$ cat src/vpsa_pkg.sv
// Shared types and constants for the voxel pair similarity accumulator.
// No dependencies; imported by every module of the block.
`default_nettype none

package vpsa_pkg;

    localparam int NUM_STATS = 16;
    localparam int STAT_W    = 64;
    localparam int NUM_AG    = 11;
    localparam int MASK_W    = 16;
    localparam int PAD_W     = 16;
    localparam int CFG_ADDR_W = 3;
    localparam int CFG_DATA_W = 16;
    localparam int IDX_W     = 4;

    // configuration register indexes
    localparam logic [CFG_ADDR_W-1:0] CFG_OUTSIDE_BG      = 3'd0;
    localparam logic [CFG_ADDR_W-1:0] CFG_MASK_ENABLE     = 3'd1;
    localparam logic [CFG_ADDR_W-1:0] CFG_REF_PAD_ENABLE  = 3'd2;
    localparam logic [CFG_ADDR_W-1:0] CFG_REF_PAD_VALUE   = 3'd3;
    localparam logic [CFG_ADDR_W-1:0] CFG_TEST_PAD_ENABLE = 3'd4;
    localparam logic [CFG_ADDR_W-1:0] CFG_TEST_PAD_VALUE  = 3'd5;

    // agreement counter slots
    localparam int AG_MATCH     = 0;
    localparam int AG_SUBST     = 1;
    localparam int AG_REJECT    = 2;
    localparam int AG_FG_CNT    = 3;
    localparam int AG_FG_MATCH  = 4;
    localparam int AG_FG_SUBST  = 5;
    localparam int AG_FG_REJECT = 6;
    localparam int AG_M_CNT     = 7;
    localparam int AG_M_MATCH   = 8;
    localparam int AG_M_SUBST   = 9;
    localparam int AG_M_REJECT  = 10;

    // statistic slots in the result stream
    localparam int ST_PAIR    = 0;
    localparam int ST_ABS     = 1;
    localparam int ST_SQ      = 2;
    localparam int ST_PROD    = 3;
    localparam int ST_UNEQUAL = 4;
    localparam int ST_AG_BASE = 5;

    localparam logic [IDX_W-1:0] LAST_IDX = 4'd15;

    typedef struct packed {
        logic outside_bg;
        logic mask_enable;
        logic ref_pad_enable;
        logic [PAD_W-1:0] ref_pad_value;
        logic test_pad_enable;
        logic [PAD_W-1:0] test_pad_value;
    } vpsa_cfg_t;

    // per-voxel increment decisions
    typedef struct packed {
        logic              pair;
        logic              sums;
        logic              unequal;
        logic [NUM_AG-1:0] ag;
        logic              last;
    } vpsa_inc_t;

    typedef logic [NUM_STATS-1:0][STAT_W-1:0] vpsa_stats_t;

endpackage

`default_nettype wire

$ cat src/vpsa_eval.sv
// Input register and per-voxel evaluation stage: presence, region flags,
// absolute difference, square and product. Depends on vpsa_pkg.
`default_nettype none

module vpsa_eval #(
    parameter int VALUE_BITS = 16
) (
    input  wire logic                          aclk,
    input  wire logic                          aresetn,
    input  wire logic                          advance,
    input  wire vpsa_pkg::vpsa_cfg_t           cfg,
    input  wire logic                          in_valid,
    input  wire logic [VALUE_BITS-1:0]         ref_value,
    input  wire logic [VALUE_BITS-1:0]         test_value,
    input  wire logic [vpsa_pkg::MASK_W-1:0]   mask_value,
    input  wire logic                          last_voxel,
    output logic                               b_valid,
    output vpsa_pkg::vpsa_inc_t                b_inc,
    output logic [VALUE_BITS-1:0]              b_abs,
    output logic [2*VALUE_BITS-1:0]            b_sq,
    output logic signed [2*VALUE_BITS-1:0]     b_prod
);
    import vpsa_pkg::*;

    localparam int VB = VALUE_BITS;
    localparam int CMP_W = (VB > PAD_W) ? VB + 1 : PAD_W + 1;

    logic                a_valid_reg;
    logic [VB-1:0]       a_ref_reg;
    logic [VB-1:0]       a_test_reg;
    logic [MASK_W-1:0]   a_mask_reg;
    logic                a_last_reg;

    logic                b_valid_reg;
    vpsa_inc_t           b_inc_reg;
    logic [VB-1:0]       b_abs_reg;
    logic [2*VB-1:0]     b_sq_reg;
    logic signed [2*VB-1:0] b_prod_reg;

    logic signed [VB-1:0]    r;
    logic signed [VB-1:0]    t_raw;
    logic signed [VB-1:0]    t;
    logic signed [CMP_W-1:0] r_ext;
    logic signed [CMP_W-1:0] t_ext;
    logic signed [CMP_W-1:0] ref_pad_ext;
    logic signed [CMP_W-1:0] test_pad_ext;
    logic                ref_exist;
    logic                test_raw_exist;
    logic                test_exist;
    logic                both;
    logic                reject;
    logic                eq;
    logic                fg;
    logic                in_region;
    logic signed [VB:0]  diff;
    logic [VB:0]         diff_neg;
    logic [VB-1:0]       abs_diff;
    vpsa_inc_t           inc;

    always_comb begin
        r            = $signed(a_ref_reg);
        t_raw        = $signed(a_test_reg);
        r_ext        = CMP_W'(r);
        t_ext        = CMP_W'(t_raw);
        ref_pad_ext  = CMP_W'($signed(cfg.ref_pad_value));
        test_pad_ext = CMP_W'($signed(cfg.test_pad_value));

        ref_exist      = !(cfg.ref_pad_enable && (r_ext == ref_pad_ext));
        test_raw_exist = !(cfg.test_pad_enable && (t_ext == test_pad_ext));
        // absent test voxel may stand in as a present zero
        test_exist     = test_raw_exist || cfg.outside_bg;
        t              = test_raw_exist ? t_raw : '0;

        both      = ref_exist && test_exist;
        reject    = ref_exist && !test_exist;
        eq        = (r == t);
        fg        = (r != '0);
        in_region = !cfg.mask_enable || (a_mask_reg != '0);

        diff     = (VB+1)'(r) - (VB+1)'(t);
        diff_neg = -diff;
        abs_diff = diff[VB] ? diff_neg[VB-1:0] : diff[VB-1:0];

        inc.pair    = both;
        inc.sums    = both && in_region;
        inc.unequal = (both && !eq) || (!both && (ref_exist || test_exist));
        inc.last    = a_last_reg;
        inc.ag                = '0;
        inc.ag[AG_MATCH]      = both && eq;
        inc.ag[AG_SUBST]      = both && !eq;
        inc.ag[AG_REJECT]     = reject;
        inc.ag[AG_FG_CNT]     = ref_exist && fg;
        inc.ag[AG_FG_MATCH]   = both && eq && fg;
        inc.ag[AG_FG_SUBST]   = both && !eq && fg;
        inc.ag[AG_FG_REJECT]  = reject && fg;
        inc.ag[AG_M_CNT]      = ref_exist && in_region;
        inc.ag[AG_M_MATCH]    = both && eq && in_region;
        inc.ag[AG_M_SUBST]    = both && !eq && in_region;
        inc.ag[AG_M_REJECT]   = reject && in_region;
    end

    always_ff @(posedge aclk) begin
        if (!aresetn) begin
            a_valid_reg <= 1'b0;
            b_valid_reg <= 1'b0;
        end else if (advance) begin
            a_valid_reg <= in_valid;
            b_valid_reg <= a_valid_reg;
        end
    end

    always_ff @(posedge aclk) begin
        if (advance) begin
            a_ref_reg  <= ref_value;
            a_test_reg <= test_value;
            a_mask_reg <= mask_value;
            a_last_reg <= last_voxel;
            b_inc_reg  <= inc;
            b_abs_reg  <= abs_diff;
            b_sq_reg   <= abs_diff * abs_diff;
            b_prod_reg <= r * t;
        end
    end

    assign b_valid = b_valid_reg;
    assign b_inc   = b_inc_reg;
    assign b_abs   = b_abs_reg;
    assign b_sq    = b_sq_reg;
    assign b_prod  = b_prod_reg;

    // a frozen pipe keeps its evaluated voxel
    a_hold_stalled: assert property (@(posedge aclk) disable iff (!aresetn)
        (!advance && b_valid_reg) |=> (b_valid_reg && $stable(b_inc_reg)))
        else $error("evaluated voxel changed while stalled");

endmodule

`default_nettype wire

$ cat src/vpsa_accum.sv
// Running sums and counters; on the last voxel hands the 16 totals to the
// result buffer and clears. Depends on vpsa_pkg.
`default_nettype none

module vpsa_accum #(
    parameter int VALUE_BITS = 16,
    parameter int MAX_VOXELS = 16777216
) (
    input  wire logic                              aclk,
    input  wire logic                              aresetn,
    input  wire logic                              advance,
    input  wire logic                              b_valid,
    input  wire vpsa_pkg::vpsa_inc_t               b_inc,
    input  wire logic [VALUE_BITS-1:0]             b_abs,
    input  wire logic [2*VALUE_BITS-1:0]           b_sq,
    input  wire logic signed [2*VALUE_BITS-1:0]    b_prod,
    output logic                                   stats_load,
    output vpsa_pkg::vpsa_stats_t                  stats
);
    import vpsa_pkg::*;

    localparam int CNT_W  = $clog2(MAX_VOXELS) + 1;
    localparam int ABS_W  = VALUE_BITS + CNT_W;
    localparam int SQ_W   = 2 * VALUE_BITS + CNT_W;
    localparam int PROD_W = 2 * VALUE_BITS - 1 + CNT_W;

    logic [CNT_W-1:0]  pair_count_reg,    pair_count_next;
    logic [ABS_W-1:0]  abs_diff_sum_reg,  abs_diff_sum_next;
    logic [SQ_W-1:0]   sq_diff_sum_reg,   sq_diff_sum_next;
    logic [PROD_W-1:0] product_sum_reg,   product_sum_next;
    logic [CNT_W-1:0]  unequal_count_reg, unequal_count_next;
    logic [CNT_W-1:0]  ag_reg  [NUM_AG];
    logic [CNT_W-1:0]  ag_next [NUM_AG];

    logic take;
    logic [PROD_W-1:0] prod_add;

    assign take     = advance && b_valid;
    assign prod_add = PROD_W'(b_prod);

    always_comb begin
        pair_count_next    = pair_count_reg + CNT_W'(b_inc.pair);
        unequal_count_next = unequal_count_reg + CNT_W'(b_inc.unequal);
        abs_diff_sum_next  = abs_diff_sum_reg;
        sq_diff_sum_next   = sq_diff_sum_reg;
        product_sum_next   = product_sum_reg;
        if (b_inc.sums) begin
            abs_diff_sum_next = abs_diff_sum_reg + ABS_W'(b_abs);
            sq_diff_sum_next  = sq_diff_sum_reg + SQ_W'(b_sq);
            product_sum_next  = product_sum_reg + prod_add;
        end
        for (int k = 0; k < NUM_AG; k++) begin
            ag_next[k] = ag_reg[k] + CNT_W'(b_inc.ag[k]);
        end
    end

    always_comb begin
        stats             = '0;
        stats[ST_PAIR]    = STAT_W'(pair_count_next);
        stats[ST_ABS]     = STAT_W'(abs_diff_sum_next);
        stats[ST_SQ]      = STAT_W'(sq_diff_sum_next);
        stats[ST_PROD]    = STAT_W'($signed(product_sum_next));
        stats[ST_UNEQUAL] = STAT_W'(unequal_count_next);
        for (int k = 0; k < NUM_AG; k++) begin
            stats[ST_AG_BASE + k] = STAT_W'(ag_next[k]);
        end
    end

    assign stats_load = take && b_inc.last;

    always_ff @(posedge aclk) begin
        if (!aresetn || stats_load) begin
            pair_count_reg    <= '0;
            abs_diff_sum_reg  <= '0;
            sq_diff_sum_reg   <= '0;
            product_sum_reg   <= '0;
            unequal_count_reg <= '0;
            for (int k = 0; k < NUM_AG; k++) begin
                ag_reg[k] <= '0;
            end
        end else if (take) begin
            pair_count_reg    <= pair_count_next;
            abs_diff_sum_reg  <= abs_diff_sum_next;
            sq_diff_sum_reg   <= sq_diff_sum_next;
            product_sum_reg   <= product_sum_next;
            unequal_count_reg <= unequal_count_next;
            for (int k = 0; k < NUM_AG; k++) begin
                ag_reg[k] <= ag_next[k];
            end
        end
    end

    // run boundary clears every accumulator; pair, unequal and reject are checked
    a_clear_on_last: assert property (@(posedge aclk) disable iff (!aresetn)
        stats_load |=> (pair_count_reg == '0 && unequal_count_reg == '0
                        && ag_reg[AG_REJECT] == '0))
        else $error("accumulators not cleared after last voxel");

    // a counted pair always lands in exactly one of match or subst
    a_pair_split: assert property (@(posedge aclk) disable iff (!aresetn)
        take |-> (b_inc.pair == (b_inc.ag[AG_MATCH] || b_inc.ag[AG_SUBST])))
        else $error("pair count out of step with match/subst");

endmodule

`default_nettype wire

$ cat src/vpsa_drain.sv
// Result buffer: holds the 16 totals of a run and shifts them out one per
// transaction. Depends on vpsa_pkg.
`default_nettype none

module vpsa_drain (
    input  wire logic                        aclk,
    input  wire logic                        aresetn,
    input  wire logic                        stats_load,
    input  wire vpsa_pkg::vpsa_stats_t       stats,
    output logic                             m_tvalid,
    input  wire logic                        m_tready,
    output logic [vpsa_pkg::STAT_W-1:0]      m_tdata,
    output logic [vpsa_pkg::IDX_W-1:0]       m_tuser,
    output logic                             m_tlast
);
    import vpsa_pkg::*;

    vpsa_stats_t        snap_reg;
    logic               busy_reg;
    logic [IDX_W-1:0]   idx_reg;
    logic               beat;

    assign beat = busy_reg && m_tready;

    always_ff @(posedge aclk) begin
        if (!aresetn) begin
            busy_reg <= 1'b0;
            idx_reg  <= '0;
        end else if (stats_load) begin
            busy_reg <= 1'b1;
            idx_reg  <= '0;
        end else if (beat) begin
            if (idx_reg == LAST_IDX) begin
                busy_reg <= 1'b0;
            end
            idx_reg <= idx_reg + 1'b1;
        end
    end

    // shift line: the head entry is always the current beat
    always_ff @(posedge aclk) begin
        if (stats_load) begin
            snap_reg <= stats;
        end else if (beat) begin
            for (int k = 0; k < NUM_STATS - 1; k++) begin
                snap_reg[k] <= snap_reg[k+1];
            end
            snap_reg[NUM_STATS-1] <= '0;
        end
    end

    assign m_tvalid = busy_reg;
    assign m_tdata  = snap_reg[0];
    assign m_tuser  = idx_reg;
    assign m_tlast  = (idx_reg == LAST_IDX);

    a_no_overwrite: assert property (@(posedge aclk) disable iff (!aresetn)
        stats_load |-> !busy_reg)
        else $error("totals loaded while previous run still draining");

    a_end_after_last: assert property (@(posedge aclk) disable iff (!aresetn)
        (beat && idx_reg == LAST_IDX) |=> !busy_reg)
        else $error("result stream continued past final total");

endmodule

`default_nettype wire

$ cat src/voxel_pair_similarity_accumulator.sv
// Voxel pair similarity accumulator, top level: config registers, stream ports.
// Last voxel path: input register, evaluation register, result buffer load.
// One voxel per cycle when not held; 16 totals leave one per cycle on m_tready.
// A last voxel reaching the accumulator while the previous run's totals are
// still draining holds the input until the result buffer is empty.
// Reset (aresetn low, synchronous) zeroes config, accumulators and valids.
`default_nettype none

module voxel_pair_similarity_accumulator #(
    parameter int MAX_VOXELS = 16777216,
    parameter int VALUE_BITS = 16
) (
    input  wire logic                                aclk,
    input  wire logic                                aresetn,
    input  wire logic                                cfg_wr_en,
    input  wire logic [vpsa_pkg::CFG_ADDR_W-1:0]     cfg_addr,
    input  wire logic [vpsa_pkg::CFG_DATA_W-1:0]     cfg_wdata,
    input  wire logic                                s_tvalid,
    output logic                                     s_tready,
    // ref_value, test_value, mask_value, zero fill
    input  wire logic [((2*VALUE_BITS+vpsa_pkg::MASK_W+7)/8)*8-1:0] s_tdata,
    input  wire logic                                s_tlast,
    output logic                                     m_tvalid,
    input  wire logic                                m_tready,
    // stat_value
    output logic [vpsa_pkg::STAT_W-1:0]              m_tdata,
    // stat_index
    output logic [vpsa_pkg::IDX_W-1:0]               m_tuser,
    output logic                                     m_tlast
);
    import vpsa_pkg::*;

    localparam int VB = VALUE_BITS;

    vpsa_cfg_t cfg_reg;

    always_ff @(posedge aclk) begin
        if (!aresetn) begin
            cfg_reg <= '0;
        end else if (cfg_wr_en) begin
            case (cfg_addr)
                CFG_OUTSIDE_BG:      cfg_reg.outside_bg      <= cfg_wdata[0];
                CFG_MASK_ENABLE:     cfg_reg.mask_enable     <= cfg_wdata[0];
                CFG_REF_PAD_ENABLE:  cfg_reg.ref_pad_enable  <= cfg_wdata[0];
                CFG_REF_PAD_VALUE:   cfg_reg.ref_pad_value   <= cfg_wdata[PAD_W-1:0];
                CFG_TEST_PAD_ENABLE: cfg_reg.test_pad_enable <= cfg_wdata[0];
                CFG_TEST_PAD_VALUE:  cfg_reg.test_pad_value  <= cfg_wdata[PAD_W-1:0];
                default: ;
            endcase
        end
    end

    logic                  advance;
    logic                  b_valid;
    vpsa_inc_t             b_inc;
    logic [VB-1:0]         b_abs;
    logic [2*VB-1:0]       b_sq;
    logic signed [2*VB-1:0] b_prod;
    logic                  stats_load;
    vpsa_stats_t           stats;

    // hold the pipe only when a run end meets a full result buffer
    assign advance  = !(b_valid && b_inc.last && m_tvalid);
    assign s_tready = advance;

    vpsa_eval #(
        .VALUE_BITS (VALUE_BITS)
    ) u_eval (
        .aclk       (aclk),
        .aresetn    (aresetn),
        .advance    (advance),
        .cfg        (cfg_reg),
        .in_valid   (s_tvalid),
        .ref_value  (s_tdata[VB-1:0]),
        .test_value (s_tdata[2*VB-1:VB]),
        .mask_value (s_tdata[2*VB+MASK_W-1:2*VB]),
        .last_voxel (s_tlast),
        .b_valid    (b_valid),
        .b_inc      (b_inc),
        .b_abs      (b_abs),
        .b_sq       (b_sq),
        .b_prod     (b_prod)
    );

    vpsa_accum #(
        .VALUE_BITS (VALUE_BITS),
        .MAX_VOXELS (MAX_VOXELS)
    ) u_accum (
        .aclk       (aclk),
        .aresetn    (aresetn),
        .advance    (advance),
        .b_valid    (b_valid),
        .b_inc      (b_inc),
        .b_abs      (b_abs),
        .b_sq       (b_sq),
        .b_prod     (b_prod),
        .stats_load (stats_load),
        .stats      (stats)
    );

    vpsa_drain u_drain (
        .aclk       (aclk),
        .aresetn    (aresetn),
        .stats_load (stats_load),
        .stats      (stats),
        .m_tvalid   (m_tvalid),
        .m_tready   (m_tready),
        .m_tdata    (m_tdata),
        .m_tuser    (m_tuser),
        .m_tlast    (m_tlast)
    );

endmodule

`default_nettype wire
$ cat config.mk
export PLATFORM = sky130hd
export DESIGN_NAME = voxel_pair_similarity_accumulator
export DESIGN_NICKNAME = d
export VERILOG_FILES = /design/src/vpsa_pkg.sv /design/src/vpsa_eval.sv /design/src/vpsa_accum.sv /design/src/vpsa_drain.sv /design/src/voxel_pair_similarity_accumulator.sv
export SDC_FILE = /design/constraint.sdc
export NUM_CORES = 2
export LEC_CHECK = 0
export CORE_ASPECT_RATIO = 1.75
export CORE_MARGIN = 2
export CORE_UTILIZATION = 45
export DETAILED_ROUTE_END_ITERATION = 16
export DONT_BUFFER_PORTS = 1
export PLACE_DENSITY = 0.59
export SKIP_CTS_REPAIR_TIMING = 1
export SLEW_MARGIN = 20
export SYNTH_ARGS = -nofsm -noshare
export SYNTH_HDL_FRONTEND = slang
export SYNTH_HIERARCHICAL = 1
export SYNTH_SLANG_ARGS = --single-unit
$ cat constraint.sdc
create_clock -name aclk -period 62.6 [get_ports aclk]
set_input_delay 3.13 -clock aclk [delete_from_list [all_inputs] [get_ports aclk]]
set_output_delay 3.13 -clock aclk [all_outputs]
set_load 0.05 [all_outputs]
* Yosys cells after proc, flatten, opt, wreduce, memory -nomap -nowiden *
Memory sizes are Yosys's and may differ from the RTL's.
Index checks and enable logic that the tools add are counted.

word-level totals
  bits in registers = 947
  RAM bits = 275
  input port bits = 73
  output and inout port bits = 71
  logic and storage cells = 162
  memories kept = 1

cells by class
  add/subtract/negate cells = 19
  multiply operators = 2
  eq/ne operators = 9
  mux-type cells = 26
  bitwise gates (word level) = 12
  reduce and logical (&&, ||, !) cells = 47

memories
  name            words  bits a word  rd ports  clocked after Yosys merged registers in  write ports  line              text
  u_accum.ag_reg  11     25           11        0                                        11           vpsa_accum.sv:32  logic [CNT_W-1:0] ag_reg [NUM_AG];

operators by type and width
  kind                                                             number
  985-bit two-way mux                                              2
  25-bit by 1-bit adder with 25-bit output                         13
  25-bit two-way mux                                               11
  16-bit by 16-bit multiplier with 32-bit output                   2
  57-bit by 32-bit adder with 57-bit output                        1
  57-bit two-way mux                                               1
  56-bit adder                                                     1
  56-bit two-way mux                                               1
  16-bit == test                                                   3
  41-bit by 16-bit adder with 41-bit output                        1
  41-bit two-way mux                                               1
  16-bit two-way mux                                               2
  16-bit nonzero test                                              2
  1-bit logical AND                                                21
  16-bit by 16-bit subtractor with 17-bit output                   1
  16-bit negator                                                   1
  2-bit AND reduction                                              7
  1-bit OR                                                         11
  1-bit zero test                                                  8
  1-bit two-way mux                                                8
  3-bit by 2-bit == test with 1-bit output, second input constant  2
  3-bit == test, second input constant                             2
  1-bit logical OR                                                 5
  4-bit by 1-bit adder with 4-bit output, second input constant    1
  other kinds (6)                                                  7

* Longest topological paths before layout *
  depth after elaboration = 9
  depth in mapped cells = 45
  gate-level depth less buffers = 41

* By module *
The synthesis kept the hierarchy.

by module, submodules not included
  module                             times used  cells an instance  area an instance (sq um)  sequential area each (sq um)
  vpsa_drain                         1           2251               43759.5                   30849.6
  vpsa_accum                         1           3730               34358.0                   12341.8
  vpsa_eval                          1           2337               23246.0                   4304.1
  voxel_pair_similarity_accumulator  1           141                1417.6                    720.7

* Worst setup path after synthesis *
No wires, ideal clock.

  kind = reg-to-reg
  from = reg u_drain.busy_reg, in the netlist u_drain/m_tvalid
  to = reg u_drain.snap_reg, in the netlist u_drain/m_tdata[0], enable pin
  library setup time = 7.104 ns
  arrival = 23.044 ns
  required time = 55.496 ns
  path slack = 32.452 ns
  cell stages (with the launch flop) = 9
  path buffers = 4
  period minus slack after synthesis = 30.148 ns
  path through = dfxtp_1 > nand3_1 > and3_1 > buf_2 > buf_6 > buf_6 > buf_6 > inv_2 > nand2_1

on the way
  word-level cells in the longest chain between the ends = 5
  elaborated cells on any way between the ends = 6
  classes of those cells = reduce/logical: 6

RTL lines
  what                             line                                     text
  from (decl)                      vpsa_drain.sv:19                         logic busy_reg;
  from (signal assigned)           vpsa_drain.sv:27                         busy_reg <= 1'b0;
  from (signal assigned)           vpsa_drain.sv:30                         busy_reg <= 1'b1;
  from (signal assigned)           vpsa_drain.sv:34                         busy_reg <= 1'b0;
  1-bit logical AND                voxel_pair_similarity_accumulator.sv:63  assign advance = !(b_valid && b_inc.last && m_tvalid);
  1-bit zero test                  voxel_pair_similarity_accumulator.sv:63
  net s_tready                     voxel_pair_similarity_accumulator.sv:19  output logic s_tready,
  1-bit logical AND                vpsa_accum.sv:38                         assign take = advance && b_valid;
  1-bit logical AND                vpsa_accum.sv:69                         assign stats_load = take && b_inc.last;
  net stats_load                   voxel_pair_similarity_accumulator.sv:59  logic stats_load;
  2-bit nonzero test (no line)     n/a
  to (signal assigned)             vpsa_drain.sv:43                         snap_reg <= stats;
  to (signal, indexed assignment)  vpsa_drain.sv:46                         snap_reg[k] <= snap_reg[k+1];
  to (decl)                        vpsa_drain.sv:18                         vpsa_stats_t snap_reg;

The timed path passes the listed nets, and every way through them passes these cells.
A chain may end at the register's enable or synchronous reset.

* Worst setup path in the final report *
  from = reg u_eval.a_test_reg[0]
  to = reg u_eval.b_sq_reg[31], in the netlist u_eval/b_sq[31] (data pin)

on the way
  word-level cells in the longest chain between the ends = 7

RTL lines
  what                                              line              text
  from (decl)                                       vpsa_eval.sv:30   logic [VB-1:0] a_test_reg;
  from (signal assigned)                            vpsa_eval.sv:115  a_test_reg <= test_value;
  16-bit == test                                    vpsa_eval.sv:69   test_raw_exist = !(cfg.test_pad_enable && (t_ext == test_pad_ext));
  1-bit logical AND                                 vpsa_eval.sv:69
  16-bit two-way mux *                              vpsa_eval.sv:72   t = test_raw_exist ? t_raw : '0;
  16-bit by 16-bit subtractor with 17-bit output *  vpsa_eval.sv:80   diff = (VB+1)'(r) - (VB+1)'(t);
  16-bit negator                                    vpsa_eval.sv:81   diff_neg = -diff;
  16-bit two-way mux *                              vpsa_eval.sv:82   abs_diff = diff[VB] ? diff_neg[VB-1:0] : diff[VB-1:0];
  net u_eval.abs_diff[14]                           vpsa_eval.sv:57   logic [VB-1:0] abs_diff;
  16-bit by 16-bit multiplier with 32-bit output *  vpsa_eval.sv:120  b_sq_reg <= abs_diff * abs_diff;
  to (signal assigned)                              vpsa_eval.sv:120
  to (decl)                                         vpsa_eval.sv:37   logic [2*VB-1:0] b_sq_reg;

The timed path passes the listed nets; every way through them passes the cells marked *.

==> results.ini <==
[logic_synthesis]
avgSynthCellArea_um2=12.2
yosys.area.top_type=edfxtp_1
synthFlopType=edfxtp_1
synth_edf_count=1441
synth_cell_types=118
seq_area_frac_synth=0.469
async_flop_share=0
synthCells=8459
ys_top_cells_by_area=edfxtp_1, mux2_2, fa_1, buf_4, dfxtp_1
netlist_area_um2=103000
yosys_register_bits=1688
ys.warnings.count=6
synth_top_area_frac=0.421

[placement]
place_ws_ps=50520
dpl.hpwl_um=151000
gp_congestion=0.913
port-buffer-count=0
placed_cells=11100

[grt]
antenna_found_initial=6
grt_usage=0.190
grt-ovfl-total=0
grt_pass1_wl_um=347000
grt_max_degree=196
grt_pass1_vias=62800

[min_path]
hp-start=cfg_reg[34]$_SDFFE_PN0P_
hold_path.class=flop to flop

[worst_setup_path]
worstPathMaxFanout=90
crit_top_cell=fa_1
startpoint=u_eval/a_test_reg[0]$_DFFE_PP_
start_kind=flop
critPathArrivalTime_ps=12610
crit_family=adder cells
cpPeakStageDelay_ps=760
path_class=flop to flop
r2r-start=u_eval/a_test_reg[0]$_DFFE_PP_
crit_buf_inv=5
cp_slowest_cell=xor2_1
end_kind=flop
critPathRequiredTime_ps=63130

[sta]
finalCritPeriodShare=0.193
slew_headroom=0.228
clock_skew_ps=48.7
finalSetupTns_ps=0
worst_pin_slew_ps=1150
min_period_ps=12080
finalMaxSlewViolations=0
post-route-worst-setup-slack_ps=50520
grt_setup_unrepaired=false
setup_viol=0
hold_viol_final=0
fmax_mhz=82.8

[route]
ant_nets=0
drt_iter0_drc=3276
drt_wl_total_um=218000
vias=58700
route.detailed.drc=0
dr.pass1.iters=8
wl_per_cell_um=19.1
viasPerCell=5.12

[run]
cap_violations=0

[die]
rows=232
core_um2=228000
dieArea_um2=232000
initial_core_util=0.452
fp.dieH_um=636
die_x_um=365
io_pins=144

[cts]
cts_root_buf=clkbuf_16
clk_transition_reported_paths_ps=70
cts.sink_count=1688
htreeDepth=4
cts_made_buffers=175
clk_latency_ps=830
cts_tree=built
cts_buffer_depth=4

[cells_and_area]
stdcell_count=11500
fin_nets=9128
layout_common_cells=edfxtp_1, mux2_2, inv_1
final_util=0.477
final_common_cell=edfxtp_1
layout-drive-gt1-share=0.173
largest_reg_flops=960
area_delta_synth_final_pct=5.51

[run_status]
outcome=complete, no violations

[layout make-up]
class                           instances  area [µm²]
Clock inverter                         82         757
Sequential cell                      1688       48200
Fill cell                           20400      119000
Multi-Input combinational cell       5706       47900
Inverter                              644        2430
Timing Repair Buffer                   70         612
Antenna cell                            3        7.51
Tap cell                             3042        3810
Clock buffer                          226        4770
[Yosys cell counts (19+ instances only)]
library cell	n
buf_2	37
nor4_1	22
buf_4	696
mux2_2	968
o21ai_0	169
clkbuf_1	188
mux2_4	74
xor2_1	205
a21o_1	81
buf_1	19
o31ai_1	48
nor2b_1	39
fa_1	429
dfxtp_1	247
inv_1	632
xnor2_1	358
ha_1	341
mux2i_1	43
nor3_1	59
and3_1	164
nand3_1	192
nand2b_1	20
a21oi_1	186
and2_1	335
or2_2	22
nand4_1	79
a31oi_1	37
nand2_1	537
o21bai_1	34
nor2_1	323
a22o_1	125
edfxtp_1	1441
and4_1	22
a21boi_0	28
[metrics by stage]
step           hold slack [ps]  cell area (µm²)
2_1_floorplan              400           105000
3_3_place_gp               440           103000
3_5_place_dp               458           103000
4_1_cts                    469           108000
5_1_grt                    478           108000
6_report                   470           108000
[logic make-up (layout without fill, tap and decap cells)]
kind of cell | Yosys count | in the layout | share of synthesized area
adder cells (fa/ha/maj) | 770 | 770 | 0.125
XOR/XNOR | 568 | 568 | 0.0489
flip-flops | 1688 | 1688 | 0.469
multiplexers | 1085 | 1085 | 0.121
AND/OR/NAND/NOR | 1892 | 1892 | 0.0934
other | 2 | 541 | 0.0000731
AO/OA/AOI/OAI | 853 | 853 | 0.0568
buffers and inverters | 1601 | 1022 | 0.0855
[worst min-delay path, cell delays in order, from the launching register on]
cell     delay (ps)
dfxtp_1         310
nand2_1          50
mux2i_1          60
[routing by layer]
layer / global-route usage / up-vias / wire length [µm]
met5: 0 / - / 13
met4: 0.0947 / 2 / 11900
met3: 0.0218 / 482 / 6390
met2: 0.360 / 1025 / 118000
met1: 0.206 / 29100 / 81800
li1: - / 28100 / -
[worst paths after layout]
kind	end	slack [ps]	cells after the start
min reg2reg	cfg_reg[34]$_SDFFE_PN0P_	470	2
max reg2reg	u_eval/b_sq[31]$_DFFE_PP_	50520	36
max	u_eval/b_sq[31]$_DFFE_PP_	50520	36
min	cfg_reg[34]$_SDFFE_PN0P_	470	2
Power is not shown: default switching activity piles up to over one toggle a cycle in this logic, so the estimate is an artifact.
